--- config.mk ---
export PLATFORM = sky130hd
export DESIGN_NAME = payload_field_extractor_unit
export DESIGN_NICKNAME = d
export VERILOG_FILES = /design/src/pfe_pkg.sv /design/src/pfe_accum.sv /design/src/pfe_decode.sv /design/src/payload_field_extractor_unit.sv
export VERILOG_INCLUDE_DIRS = /design/src /design/src/src
export SDC_FILE = /design/constraint.sdc
export NUM_CORES = 1
export LEC_CHECK = 0
export ABC_AREA = 1
export BUFFER_PORTS_ARGS = -buffer_cell sky130_fd_sc_hd__buf_2
export CAP_MARGIN = 15
export CORE_UTILIZATION = 55
export DETAILED_ROUTE_END_ITERATION = 10
export PLACE_DENSITY = 0.74
export SYNTH_ARGS = -nofsm -noshare
export SYNTH_HDL_FRONTEND = slang
export SYNTH_HIERARCHICAL = 1
export SYNTH_SLANG_ARGS = --single-unit
--- constraint.sdc ---
create_clock -name clk -period 12.51 [get_ports clk]
set_clock_uncertainty 0.05 [all_clocks]
set_input_delay 3.1275 -clock clk [delete_from_list [all_inputs] [get_ports clk]]
set_output_delay 3.1275 -clock clk [all_outputs]
set_load 0.01 [all_outputs]
--- src/payload_field_extractor_unit_macros.svh ---
// ----------------------------------------------------------------------------
// Assertion macros for the payload field extractor
// Concurrent checks clocked on clk with reset rst_n; empty when synthesised.
// ----------------------------------------------------------------------------
`ifndef PAYLOAD_FIELD_EXTRACTOR_UNIT_MACROS_SVH
`define PAYLOAD_FIELD_EXTRACTOR_UNIT_MACROS_SVH

`ifndef SYNTHESIS
// Same-cycle implication.
`define PFE_ASSERT_SAME(label, ante, cons, msg) \
  label: assert property (@(posedge clk) disable iff (!rst_n) (ante) |-> (cons)) \
    else $error(msg);
// Next-cycle implication.
`define PFE_ASSERT_NEXT(label, ante, cons, msg) \
  label: assert property (@(posedge clk) disable iff (!rst_n) (ante) |=> (cons)) \
    else $error(msg);
`else
`define PFE_ASSERT_SAME(label, ante, cons, msg)
`define PFE_ASSERT_NEXT(label, ante, cons, msg)
`endif

`endif

--- src/pfe_pkg.sv ---
// ----------------------------------------------------------------------------
// pfe_pkg
// Shared types and codes of the payload field extractor.
// ----------------------------------------------------------------------------
`timescale 1ns / 1ps

package pfe_pkg;

  // Configuration register indexes.
  localparam logic [2:0] REG_WINDOW_OFFSET = 3'd0;
  localparam logic [2:0] REG_WINDOW_LENGTH = 3'd1;
  localparam logic [2:0] REG_TO_END        = 3'd2;
  localparam logic [2:0] REG_DECODE_KIND   = 3'd3;
  localparam logic [2:0] REG_LITTLE_ENDIAN = 3'd4;
  localparam logic [2:0] REG_SLICE_OFFSET  = 3'd5;
  localparam logic [2:0] REG_SLICE_LENGTH  = 3'd6;

  localparam int CFG_INDEX_W = 3;
  localparam int CFG_DATA_W  = 15;

  // Decode kinds; the unused codes decode as unsigned.
  localparam logic [2:0] KIND_UNSIGNED = 3'd0;
  localparam logic [2:0] KIND_SIGNED   = 3'd1;
  localparam logic [2:0] KIND_SLICE    = 3'd2;
  localparam logic [2:0] KIND_FLOAT32  = 3'd3;
  localparam logic [2:0] KIND_FLOAT64  = 3'd4;

  // Result error codes.
  typedef enum logic [2:0] {
    ERR_OK        = 3'd0,
    ERR_RANGE     = 3'd1,
    ERR_BIT_RANGE = 3'd2,
    ERR_UINT_LEN  = 3'd3,
    ERR_INT_LEN   = 3'd4,
    ERR_FLOAT_LEN = 3'd5,
    ERR_NONFINITE = 3'd6
  } err_t;

  // Live configuration.
  typedef struct packed {
    logic [12:0] window_offset;
    logic [12:0] window_length;
    logic        to_end;
    logic [2:0]  decode_kind;
    logic        little_endian;
    logic [14:0] slice_offset;
    logic [6:0]  slice_length;
  } cfg_t;

  localparam cfg_t CFG_RESET = '{
    window_offset: 13'd0,
    window_length: 13'd1,
    to_end:        1'b1,
    decode_kind:   3'd0,
    little_endian: 1'b0,
    slice_offset:  15'd0,
    slice_length:  7'd0
  };

endpackage

--- src/pfe_accum.sv ---
// ----------------------------------------------------------------------------
// pfe_accum
// Window assembly: counts payload beats, gathers window bytes into 64 bits
// and hands the finished payload to a holding register at the last beat.
// ----------------------------------------------------------------------------
`timescale 1ns / 1ps

module pfe_accum #(
  parameter int MAX_PAYLOAD = 4096,
  parameter int IDX_W       = 13
) (
  input  logic                  clk,
  input  logic                  rst_n,
  input  pfe_pkg::cfg_t         cfg,
  input  logic                  beat,
  input  logic [7:0]            payload_byte,
  input  logic                  last_byte,
  input  logic                  fin_take,
  output logic                  fin_valid_r,
  output logic [63:0]           fin_raw_r,
  output logic [IDX_W-1:0]      fin_size_r
);

  localparam int LW = ((IDX_W > 13) ? IDX_W : 13) + 1;

  logic [IDX_W-1:0] idx_r, idx_nxt, idx_upd;
  logic [63:0]      asm_r, asm_nxt, asm_upd;
  logic             fin_valid_nxt;
  logic [LW-1:0]    pos_x, wo_x, rel;
  logic             room, in_win;

  // Window membership of the current byte position.
  assign room   = idx_r < IDX_W'(MAX_PAYLOAD);
  assign pos_x  = LW'(idx_r);
  assign wo_x   = LW'(cfg.window_offset);
  assign rel    = pos_x - wo_x;
  assign in_win = (pos_x >= wo_x) && (cfg.to_end || (rel < LW'(cfg.window_length)));

  // Byte placement and the saturating count.
  always_comb begin
    asm_upd = asm_r;
    if (room && in_win) begin
      if (cfg.little_endian) begin
        if (rel < LW'(8)) begin
          asm_upd = asm_r | (64'(payload_byte) << {rel[2:0], 3'b000});
        end
      end else begin
        asm_upd = {asm_r[55:0], payload_byte};
      end
    end
    idx_upd = room ? idx_r + IDX_W'(1) : idx_r;
  end

  // State and holding register next values.
  always_comb begin
    idx_nxt       = idx_r;
    asm_nxt       = asm_r;
    fin_valid_nxt = fin_valid_r && !fin_take;
    if (beat) begin
      if (last_byte) begin
        idx_nxt       = '0;
        asm_nxt       = '0;
        fin_valid_nxt = 1'b1;
      end else begin
        idx_nxt = idx_upd;
        asm_nxt = asm_upd;
      end
    end
  end

  always_ff @(posedge clk) begin
    if (!rst_n) begin
      idx_r       <= '0;
      asm_r       <= '0;
      fin_valid_r <= 1'b0;
    end else begin
      idx_r       <= idx_nxt;
      asm_r       <= asm_nxt;
      fin_valid_r <= fin_valid_nxt;
    end
  end

  // Finished payload data; no reset needed.
  always_ff @(posedge clk) begin
    if (beat && last_byte) begin
      fin_raw_r  <= asm_upd;
      fin_size_r <= idx_upd;
    end
  end

endmodule

--- src/pfe_decode.sv ---
// ----------------------------------------------------------------------------
// pfe_decode
// Range and length checks and decoding of an assembled window into the
// field value and error code.
// ----------------------------------------------------------------------------
`timescale 1ns / 1ps

module pfe_decode #(
  parameter int IDX_W = 13
) (
  input  pfe_pkg::cfg_t     cfg,
  input  logic [63:0]       raw,
  input  logic [IDX_W-1:0]  size,
  output logic [63:0]       value,
  output pfe_pkg::err_t     err
);

  localparam int LW = ((IDX_W > 13) ? IDX_W : 13) + 1;
  localparam int SW = (((LW + 3) > 16) ? (LW + 3) : 16) + 1;

  logic [LW-1:0] size_x, wo_x, span, len;
  logic          range_bad, len_gt8;
  logic [6:0]    len_bits;
  logic [63:0]   sext;
  logic [SW-1:0] slice_end, win_bits;
  logic          slice_bad;
  logic [63:0]   slice_mask, slice_val;

  // Window length and range check.
  assign size_x    = LW'(size);
  assign wo_x      = LW'(cfg.window_offset);
  assign span      = size_x - wo_x;
  assign len       = cfg.to_end ? span : LW'(cfg.window_length);
  assign range_bad = (wo_x > size_x) || (len == '0) || (len > span);
  assign len_gt8   = len > LW'(8);

  // Sign extension for windows shorter than 8 bytes.
  assign len_bits = {len[3:0], 3'b000};
  always_comb begin
    sext = raw;
    if (!len_gt8 && (len[3:0] != 4'd8) && raw[6'(len_bits - 7'd1)]) begin
      sext = raw | ({64{1'b1}} << len_bits[5:0]);
    end
  end

  // Bit slice bounds and extraction.
  assign slice_end  = SW'(cfg.slice_offset) + SW'(cfg.slice_length);
  assign win_bits   = SW'(len) << 3;
  assign slice_bad  = (cfg.slice_length == 7'd0) || (cfg.slice_length > 7'd64) ||
                      (slice_end > win_bits);
  assign slice_mask = (cfg.slice_length == 7'd64) ? {64{1'b1}} :
                      ((64'd1 << cfg.slice_length[5:0]) - 64'd1);
  assign slice_val  = (|cfg.slice_offset[14:6]) ? 64'd0 :
                      ((raw >> cfg.slice_offset[5:0]) & slice_mask);

  // Selection by decode kind; any error forces the value to zero.
  always_comb begin
    value = 64'd0;
    err   = pfe_pkg::ERR_OK;
    if (range_bad) begin
      err = pfe_pkg::ERR_RANGE;
    end else begin
      case (cfg.decode_kind)
        pfe_pkg::KIND_SIGNED: begin
          if (len_gt8) err = pfe_pkg::ERR_INT_LEN;
          else value = sext;
        end
        pfe_pkg::KIND_SLICE: begin
          if (slice_bad) err = pfe_pkg::ERR_BIT_RANGE;
          else value = slice_val;
        end
        pfe_pkg::KIND_FLOAT32: begin
          if (len != LW'(4)) err = pfe_pkg::ERR_FLOAT_LEN;
          else if (&raw[30:23]) err = pfe_pkg::ERR_NONFINITE;
          else value = {32'd0, raw[31:0]};
        end
        pfe_pkg::KIND_FLOAT64: begin
          if (len != LW'(8)) err = pfe_pkg::ERR_FLOAT_LEN;
          else if (&raw[62:52]) err = pfe_pkg::ERR_NONFINITE;
          else value = raw;
        end
        default: begin
          if (len_gt8) err = pfe_pkg::ERR_UINT_LEN;
          else value = raw;
        end
      endcase
    end
  end

endmodule

--- src/payload_field_extractor_unit.sv ---
// After its last payload beat is accepted, a result passes through the holding register, then the result register.
// Throughput: one payload beat per cycle while in_stall is low.
// A stalled result is held while the next payload keeps streaming in.
// Reset (rst_n low, synchronous): the configuration returns to its reset values,
// the byte count and assembled value clear and no result is pending.
// ----------------------------------------------------------------------------
// payload_field_extractor_unit
// Streaming extractor that cuts a byte window from a payload and decodes it.
// ----------------------------------------------------------------------------
`timescale 1ns / 1ps
`include "payload_field_extractor_unit_macros.svh"

module payload_field_extractor_unit #(
  parameter int MAX_PAYLOAD = 4096
) (
  input  logic                              clk,
  input  logic                              rst_n,
  input  logic                              cfg_wr_en,
  input  logic [pfe_pkg::CFG_INDEX_W-1:0]   cfg_index,
  input  logic [pfe_pkg::CFG_DATA_W-1:0]    cfg_wdata,
  input  logic                              in_valid,
  output logic                              in_stall,
  input  logic [7:0]                        in_payload_byte,
  input  logic                              in_last_byte,
  output logic                              out_valid,
  input  logic                              out_stall,
  output logic [63:0]                       out_field_value,
  output logic [2:0]                        out_error_code
);

  localparam int IDX_W = $clog2(MAX_PAYLOAD + 1);

  pfe_pkg::cfg_t    cfg_r, cfg_nxt;
  logic             beat, fin_take, fin_valid;
  logic [63:0]      fin_raw;
  logic [IDX_W-1:0] fin_size;
  logic [63:0]      dec_value;
  pfe_pkg::err_t    dec_err;
  logic             out_valid_r, out_valid_nxt;
  logic [63:0]      out_value_r;
  pfe_pkg::err_t    out_err_r;

  // Configuration register writes.
  always_comb begin
    cfg_nxt = cfg_r;
    if (cfg_wr_en) begin
      case (cfg_index)
        pfe_pkg::REG_WINDOW_OFFSET: cfg_nxt.window_offset = cfg_wdata[12:0];
        pfe_pkg::REG_WINDOW_LENGTH: cfg_nxt.window_length = cfg_wdata[12:0];
        pfe_pkg::REG_TO_END:        cfg_nxt.to_end        = cfg_wdata[0];
        pfe_pkg::REG_DECODE_KIND:   cfg_nxt.decode_kind   = cfg_wdata[2:0];
        pfe_pkg::REG_LITTLE_ENDIAN: cfg_nxt.little_endian = cfg_wdata[0];
        pfe_pkg::REG_SLICE_OFFSET:  cfg_nxt.slice_offset  = cfg_wdata[14:0];
        pfe_pkg::REG_SLICE_LENGTH:  cfg_nxt.slice_length  = cfg_wdata[6:0];
        default: cfg_nxt = cfg_r;
      endcase
    end
  end

  // Handshake: the holding register drains into the result register.
  assign fin_take = fin_valid && (!out_valid_r || !out_stall);
  assign in_stall = fin_valid && !fin_take;
  assign beat     = in_valid && !in_stall;

  pfe_accum #(
    .MAX_PAYLOAD (MAX_PAYLOAD),
    .IDX_W       (IDX_W)
  ) u_accum (
    .clk          (clk),
    .rst_n        (rst_n),
    .cfg          (cfg_r),
    .beat         (beat),
    .payload_byte (in_payload_byte),
    .last_byte    (in_last_byte),
    .fin_take     (fin_take),
    .fin_valid_r  (fin_valid),
    .fin_raw_r    (fin_raw),
    .fin_size_r   (fin_size)
  );

  pfe_decode #(
    .IDX_W (IDX_W)
  ) u_decode (
    .cfg   (cfg_r),
    .raw   (fin_raw),
    .size  (fin_size),
    .value (dec_value),
    .err   (dec_err)
  );

  // Result register valid.
  always_comb begin
    out_valid_nxt = out_valid_r;
    if (fin_take) out_valid_nxt = 1'b1;
    else if (!out_stall) out_valid_nxt = 1'b0;
  end

  always_ff @(posedge clk) begin
    if (!rst_n) begin
      cfg_r       <= pfe_pkg::CFG_RESET;
      out_valid_r <= 1'b0;
    end else begin
      cfg_r       <= cfg_nxt;
      out_valid_r <= out_valid_nxt;
    end
  end

  // Result payload.
  always_ff @(posedge clk) begin
    if (fin_take) begin
      out_value_r <= dec_value;
      out_err_r   <= dec_err;
    end
  end

  assign out_valid       = out_valid_r;
  assign out_field_value = out_value_r;
  assign out_error_code  = out_err_r;

  // Checks on the result path.
  `PFE_ASSERT_SAME(a_err_zero_value, out_valid_r && (out_err_r != pfe_pkg::ERR_OK), out_value_r == 64'd0, "error result with nonzero value")
  `PFE_ASSERT_NEXT(a_last_held, beat && in_last_byte, fin_valid, "last beat did not reach holding register")
  `PFE_ASSERT_SAME(a_rise_from_fin, $rose(out_valid_r), $past(fin_valid), "result appeared without a finished payload")
  `PFE_ASSERT_SAME(a_err_code_legal, out_valid_r, out_error_code != 3'd7, "undefined error code")

endmodule
# Yosys cells after proc, flatten, opt, wreduce, memory -nomap -nowiden
# Index checks and enable logic that the tools add are counted.
[classes]
n_addsub = 6
magnitude_cmp = 10
n_eq_ne = 15
shifts = 4
n_mux = 32
bitwise = 3
n_reduce_logical = 32
[op_table]
columns = ["op", "count"]
rows = [
  ["two-way mux 64 bit", 13],
  ["case mux 64 bit (4 select lines)", 1],
  ["bitwise OR 64 bit", 2],
  ["AND 64 bit", 1],
  ["left shift 1 x 6 -> 64 bit (first input constant)", 1],
  ["left shift 64 x 6 -> 64 bit (first input constant)", 1],
  ["left shift 8 x 6 -> 64 bit", 1],
  ["right shift 64 x 6 -> 64 bit", 1],
  ["subtractor 64 x 1 -> 64 bit (second input constant)", 1],
  ["two-way mux 32 bit", 1],
  ["subtractor 13 x 13 -> 14 bit", 2],
  ["two-way mux 13 bit", 2],
  ["> comparator 16 x 17 -> 1 bit", 1],
  ["adder 15 x 7 -> 16 bit", 1],
  ["two-way mux 3 bit", 5],
  ["> comparator 14 bit", 1],
  ["> comparator 14 x 4 -> 1 bit (second input constant)", 1],
  ["zero test 14 bit", 1],
  ["less-than comparator 14 x 13 -> 1 bit", 1],
  ["less-than comparator 14 x 4 -> 1 bit (second input constant)", 1],
  ["two-way mux 14 bit", 1],
  ["!= test 14 x 3 -> 1 bit (second input constant)", 1],
  ["!= test 14 x 4 -> 1 bit (second input constant)", 1],
  ["AND reduction 2 bit", 7],
  ["other kinds (25)", 53],
]
[totals]
reg_bits = 276
input_bits = 32
out_inout_bits = 69
elab_cells = 117

# Longest topological paths before layout
[depth]
ltp_word = 9
ltp_mapped = 32
ltp_nobuf = 28

# Cells and area by module
# Netlist, hierarchy kept.
[modules_own_cells]
columns = ["mod", "instances", "cells_per_inst", "area_per_inst_um2", "seq_area_each_um2"]
rows = [
  ["pfe_decode", 1, 2566, 12343.1, 0.0],
  ["pfe_accum", 1, 1388, 10127.2, 3873.7],
  ["payload_field_extractor_unit", 1, 392, 4215.3, 3093.0],
]

# Least setup slack after synthesis
# Ideal clock, no wire load.
[synth_timing]
path_kind = "input port to flip-flop"
from = "input port out_stall"
to = "register out_err_r[0] (netlist: out_error_code[0]), enable pin"
setup_time_ps = 516
arrival_ps = 6435
t_required_ps = 11944
path_slack_ps = 5509
path_stages = 1
n_path_buf = 0
cell_sequence = "a21oi_1"
[synth_between]
elab_chain_len = 3
[synth_lines]
columns = ["element", "line", "source"]
rows = [
  ["start, declared", "payload_field_extractor_unit.sv:26", "input logic out_stall,"],
  ["zero test 1 bit", "--", ""],
  ["logical OR 1 bit", "payload_field_extractor_unit.sv:61", "assign fin_take = fin_valid && (!out_valid_r || !out_stall);"],
  ["logical AND 1 bit", "payload_field_extractor_unit.sv:61", ""],
  ["end signal, assigned", "payload_field_extractor_unit.sv:112", "out_err_r <= dec_err;"],
  ["end, declared", "payload_field_extractor_unit.sv:41", "pfe_pkg::err_t out_err_r;"],
]
# No other way between the ends.
# A chain may end at the register's enable or synchronous reset.

# Worst setup path after layout
[layout_timing]
from = "input port out_stall"
to = "output port in_stall"
[layout_between]
elab_chain_len = 5
[layout_lines]
columns = ["element", "line", "source"]
rows = [
  ["zero test 1 bit", "--", ""],
  ["logical OR 1 bit", "payload_field_extractor_unit.sv:61", ""],
  ["logical AND 1 bit", "payload_field_extractor_unit.sv:61", ""],
  ["zero test 1 bit", "payload_field_extractor_unit.sv:62", "assign in_stall = fin_valid && !fin_take;"],
  ["logical AND 1 bit", "payload_field_extractor_unit.sv:62", ""],
  ["end, declared", "payload_field_extractor_unit.sv:22", "output logic in_stall,"],
]
# No other way between the ends.

==> summary.md <==
| Metric | Value |
|---|---|
| CTS tree | done |
| GRT overflow | 0 |
| Full die area | 49400 µm² |
| Antenna Nets Post-Route | 0 |
| Ys flop type | edfxtp_1 |
| GPL Wtd Cong | roughly 1.1 |
| First-pass GRT wire length | 152 mm |
| CP Capture Type | output pin |
| Most frequent cells in the layout | nand2_1, nand3_1, nor2_1 |
| Ant diodes | 0 |
| Worst reg-to-reg path cell count | 27 |
| DR vias | around 30000 |
| Switching Share | between 30 and 40% |
| Psw | approximately 1.2 mW |
| Clock root cell | clkbuf_16 |
| Worst EP arrival | ~3.5 ns |
| Num ports | roughly 100 |
| Seq cells post-synth | approximately 280 |
| Final net count | roughly 4400 |
| Post-synth EDFFs | roughly 140 |
| Vias in the first global route | between 20000 and 30000 |
| Storage element area | around 7000 µm² |
| Initial core utilization | about 56% |
| Clock slew at reported path FFs | about 0.060 ns |
| Clk_lat worst skew | roughly 0.64 ns |
| Die width | 222 µm |
| Hold path depth | 2 |
| Int Pwr | between 1.5 and 2 mW |
| Layout area overhead | 5.40% |
| GRT Total Usage | 39.3% |
| Seq/Total Area, Yosys | 26.1% |
| Final min period | roughly 6.7 ns |
| Initial antenna violation count | 1 |
| Worst slew pin tran | about 1.2 ns |
| Setup crit start kind | input port |
| CP startpoint | out_stall |
| Drt initial violations | about 4300 |
| Max-slew violations | 0 |
| DR WL/cell | just over 20 µm |
| CORE AREA | about 48000 µm² |
| YS warnings | 6 |
| RSZ-0062 raised after global routing | false |
| Worst r2r dst | out_field_value[38] |
| WL final | 99.6 mm |
| Synth Cell Area | roughly 27000 µm² |
| Hold Buf Count CTS | 0 |
| CTS Buffer Depth | 3 |
| Cells after Synth | 4346 |
| Async SR Flop Fraction | 0% |
| Flop pwr share | 34.5% |
| H-Tree Depth | 1 |
| Distinct cells, synth | 60 |
| Power per cell area | ~110 nW/µm² |
| Post-DP HPWL | slightly above 70 mm |
| Layout Cells excl Fill | roughly 4900 |
| Site Rows | 80 |
| R2R Setup Slk | 7.29 ns |
| Period utilisation layout | between 50% and 60% |
| Crit Path Category | in -> out |
| Worst Hold End | u_accum/asm_r[19] |
| FMAX | 149 MHz |
| Commonest non-fill, non-tap cell in the layout | nand2_1 |
| Worst hold start | u_accum/asm_r[19] |
| Die height | around 220 µm |
| PortBufs | 100 |
| Avg Synthesized Cell Area | slightly above 6 µm² |
| Hold crit path type | reg -> reg |
| Post-Syn Nets | roughly 4500 |
| DR vias/cell | approximately 6.1 |
| Setup TNS | 0 ns |
| Drt drc | 0 |
| Post-DP Area | 27000 µm² |
| Post-CTS Setup Bufs | 0 |
| Largest net degree at the start of global routing | 102 |
| Slew headroom | ~22% |
| Cell Count Post-Placement | 4828 |
| Critical Path Fanout Max | 3 |
| Final instance area | around 28000 µm² |
| # resized after CTS | 0 |
| Multi-input logic area | roughly 17000 µm² |
| Max VDD drop | ~0.13 mV |
| Status | finished clean |
| Final hold violation count | 0 |
| Lkg Pwr | roughly 13 nW |
| Final setup fails | 0 |
| FILL cells | 4862 |
| Final core occ | between 50% and 60% |
| Crit Reg-Reg Startpoint | cfg_r[3] |
| First-pass iteration count of the detailed router | 6 |
| Gate power share | ~33% |
| Clk sinks | ~280 |
| Share of layout cells above drive strength 1 | approximately 9.3% |
| CTS Buf Count | 31 |
| Clock Power Share | between 30% and 40% |
| Max-cap violations | 0 |
| Worst EP required | slightly above 9 ns |
==> worst max-delay path by stage <==
stage                     cells after the start                end  slack, ns
after floorplan                               1  out_error_code[0]       5.51
after global placement                        4           in_stall       5.78
after detailed placement                      4           in_stall       5.80
after CTS                                     4           in_stall       5.79
after global routing                          4           in_stall       5.78
final                                         4           in_stall       5.79
==> layout make-up <==
class,count,area share [%]
Multi-Input combinational cell,3332,59.4
Tap cell,615,2.74
Sequential cell,276,24.8
Timing Repair Buffer,134,2.69
Clock inverter,26,1.28
Inverter,471,6.29
Clock buffer,32,2.81
==> flip-flops by register name (all words and copies together), names as in the netlist <==
name	cells
u_accum/fin_raw_r	64
u_accum/fin_valid_r	1
out_field_value	64
out_valid	1
u_accum/fin_size_r	13
out_error_code	3
cfg_r	53
u_accum/idx_r	13
u_accum/asm_r	64
==> power groups by stage <==
stage          Combinational [mW]  Clock, mW  Sequential (mW)
4_1_cts                      1.02       1.05             1.10
2_1_floorplan               0.753          0             1.08
6_report                     1.06       1.04             1.10
5_1_grt                      1.15       1.07             1.10
3_5_place_dp                 1.02          0             1.12
3_3_place_gp                 1.01          0             1.11
==> cells in the mapped netlist, types with 37 or more instances <==
master / number / share of area [%]
and2_1: 69 / 1.6
o21ai_0: 200 / 3.8
o211ai_1: 56 / 1.6
clkbuf_1: 130 / 1.8
nand4_1: 191 / 4.5
dfxtp_1: 132 / 9.9
nor3_1: 37 / 0.69
edfxtp_1: 144 / 16
nand3_1: 535 / 10
nor2_1: 462 / 6.5
ha_1: 71 / 3.3
or2_2: 40 / 0.94
inv_1: 443 / 6.2
buf_2: 88 / 1.7
nand2_1: 1178 / 17
nand3_2: 71 / 2.7
a21oi_1: 252 / 4.7
==> cell families after synthesis <==
group	Yosys count	synth area share, %
and+or+nand+nor	2646	45.6
buffers and inverters	738	11.5
adders and majority gates	74	3.55
muxes	22	0.825
AOI/OAI and AO/OA	563	11.5
DFF	276	26.1
xor gates and xnor gates	27	0.914
==> stage by stage <==
stage / worst slack, ns / power, mW / hold slack [ns]
2_1_floorplan: 5.51 / 1.84 / 0.391
3_3_place_gp: 5.78 / 2.12 / 0.401
3_5_place_dp: 5.80 / 2.13 / 0.405
4_1_cts: 5.79 / 3.16 / 0.415
5_1_grt: 5.78 / 3.33 / 0.429
6_report: 5.79 / 3.19 / 0.413
==> critical path, cell delays in order <==
cell     delay (ns)
buf_2          0.11
nand2_1        0.08
nor2_1         0.09
buf_2          0.13
==> per-layer routing <==
metal  part of all wire [%]  vias up  GRT usage, %
met1                     39    13600          51.1
met5                  0.013        -             0
li1                       -    14200             -
met4                    6.5        2          22.4
met3                     11      315          7.05
met2                     44     1759          61.3
Power figures use the tool's default switching activity.
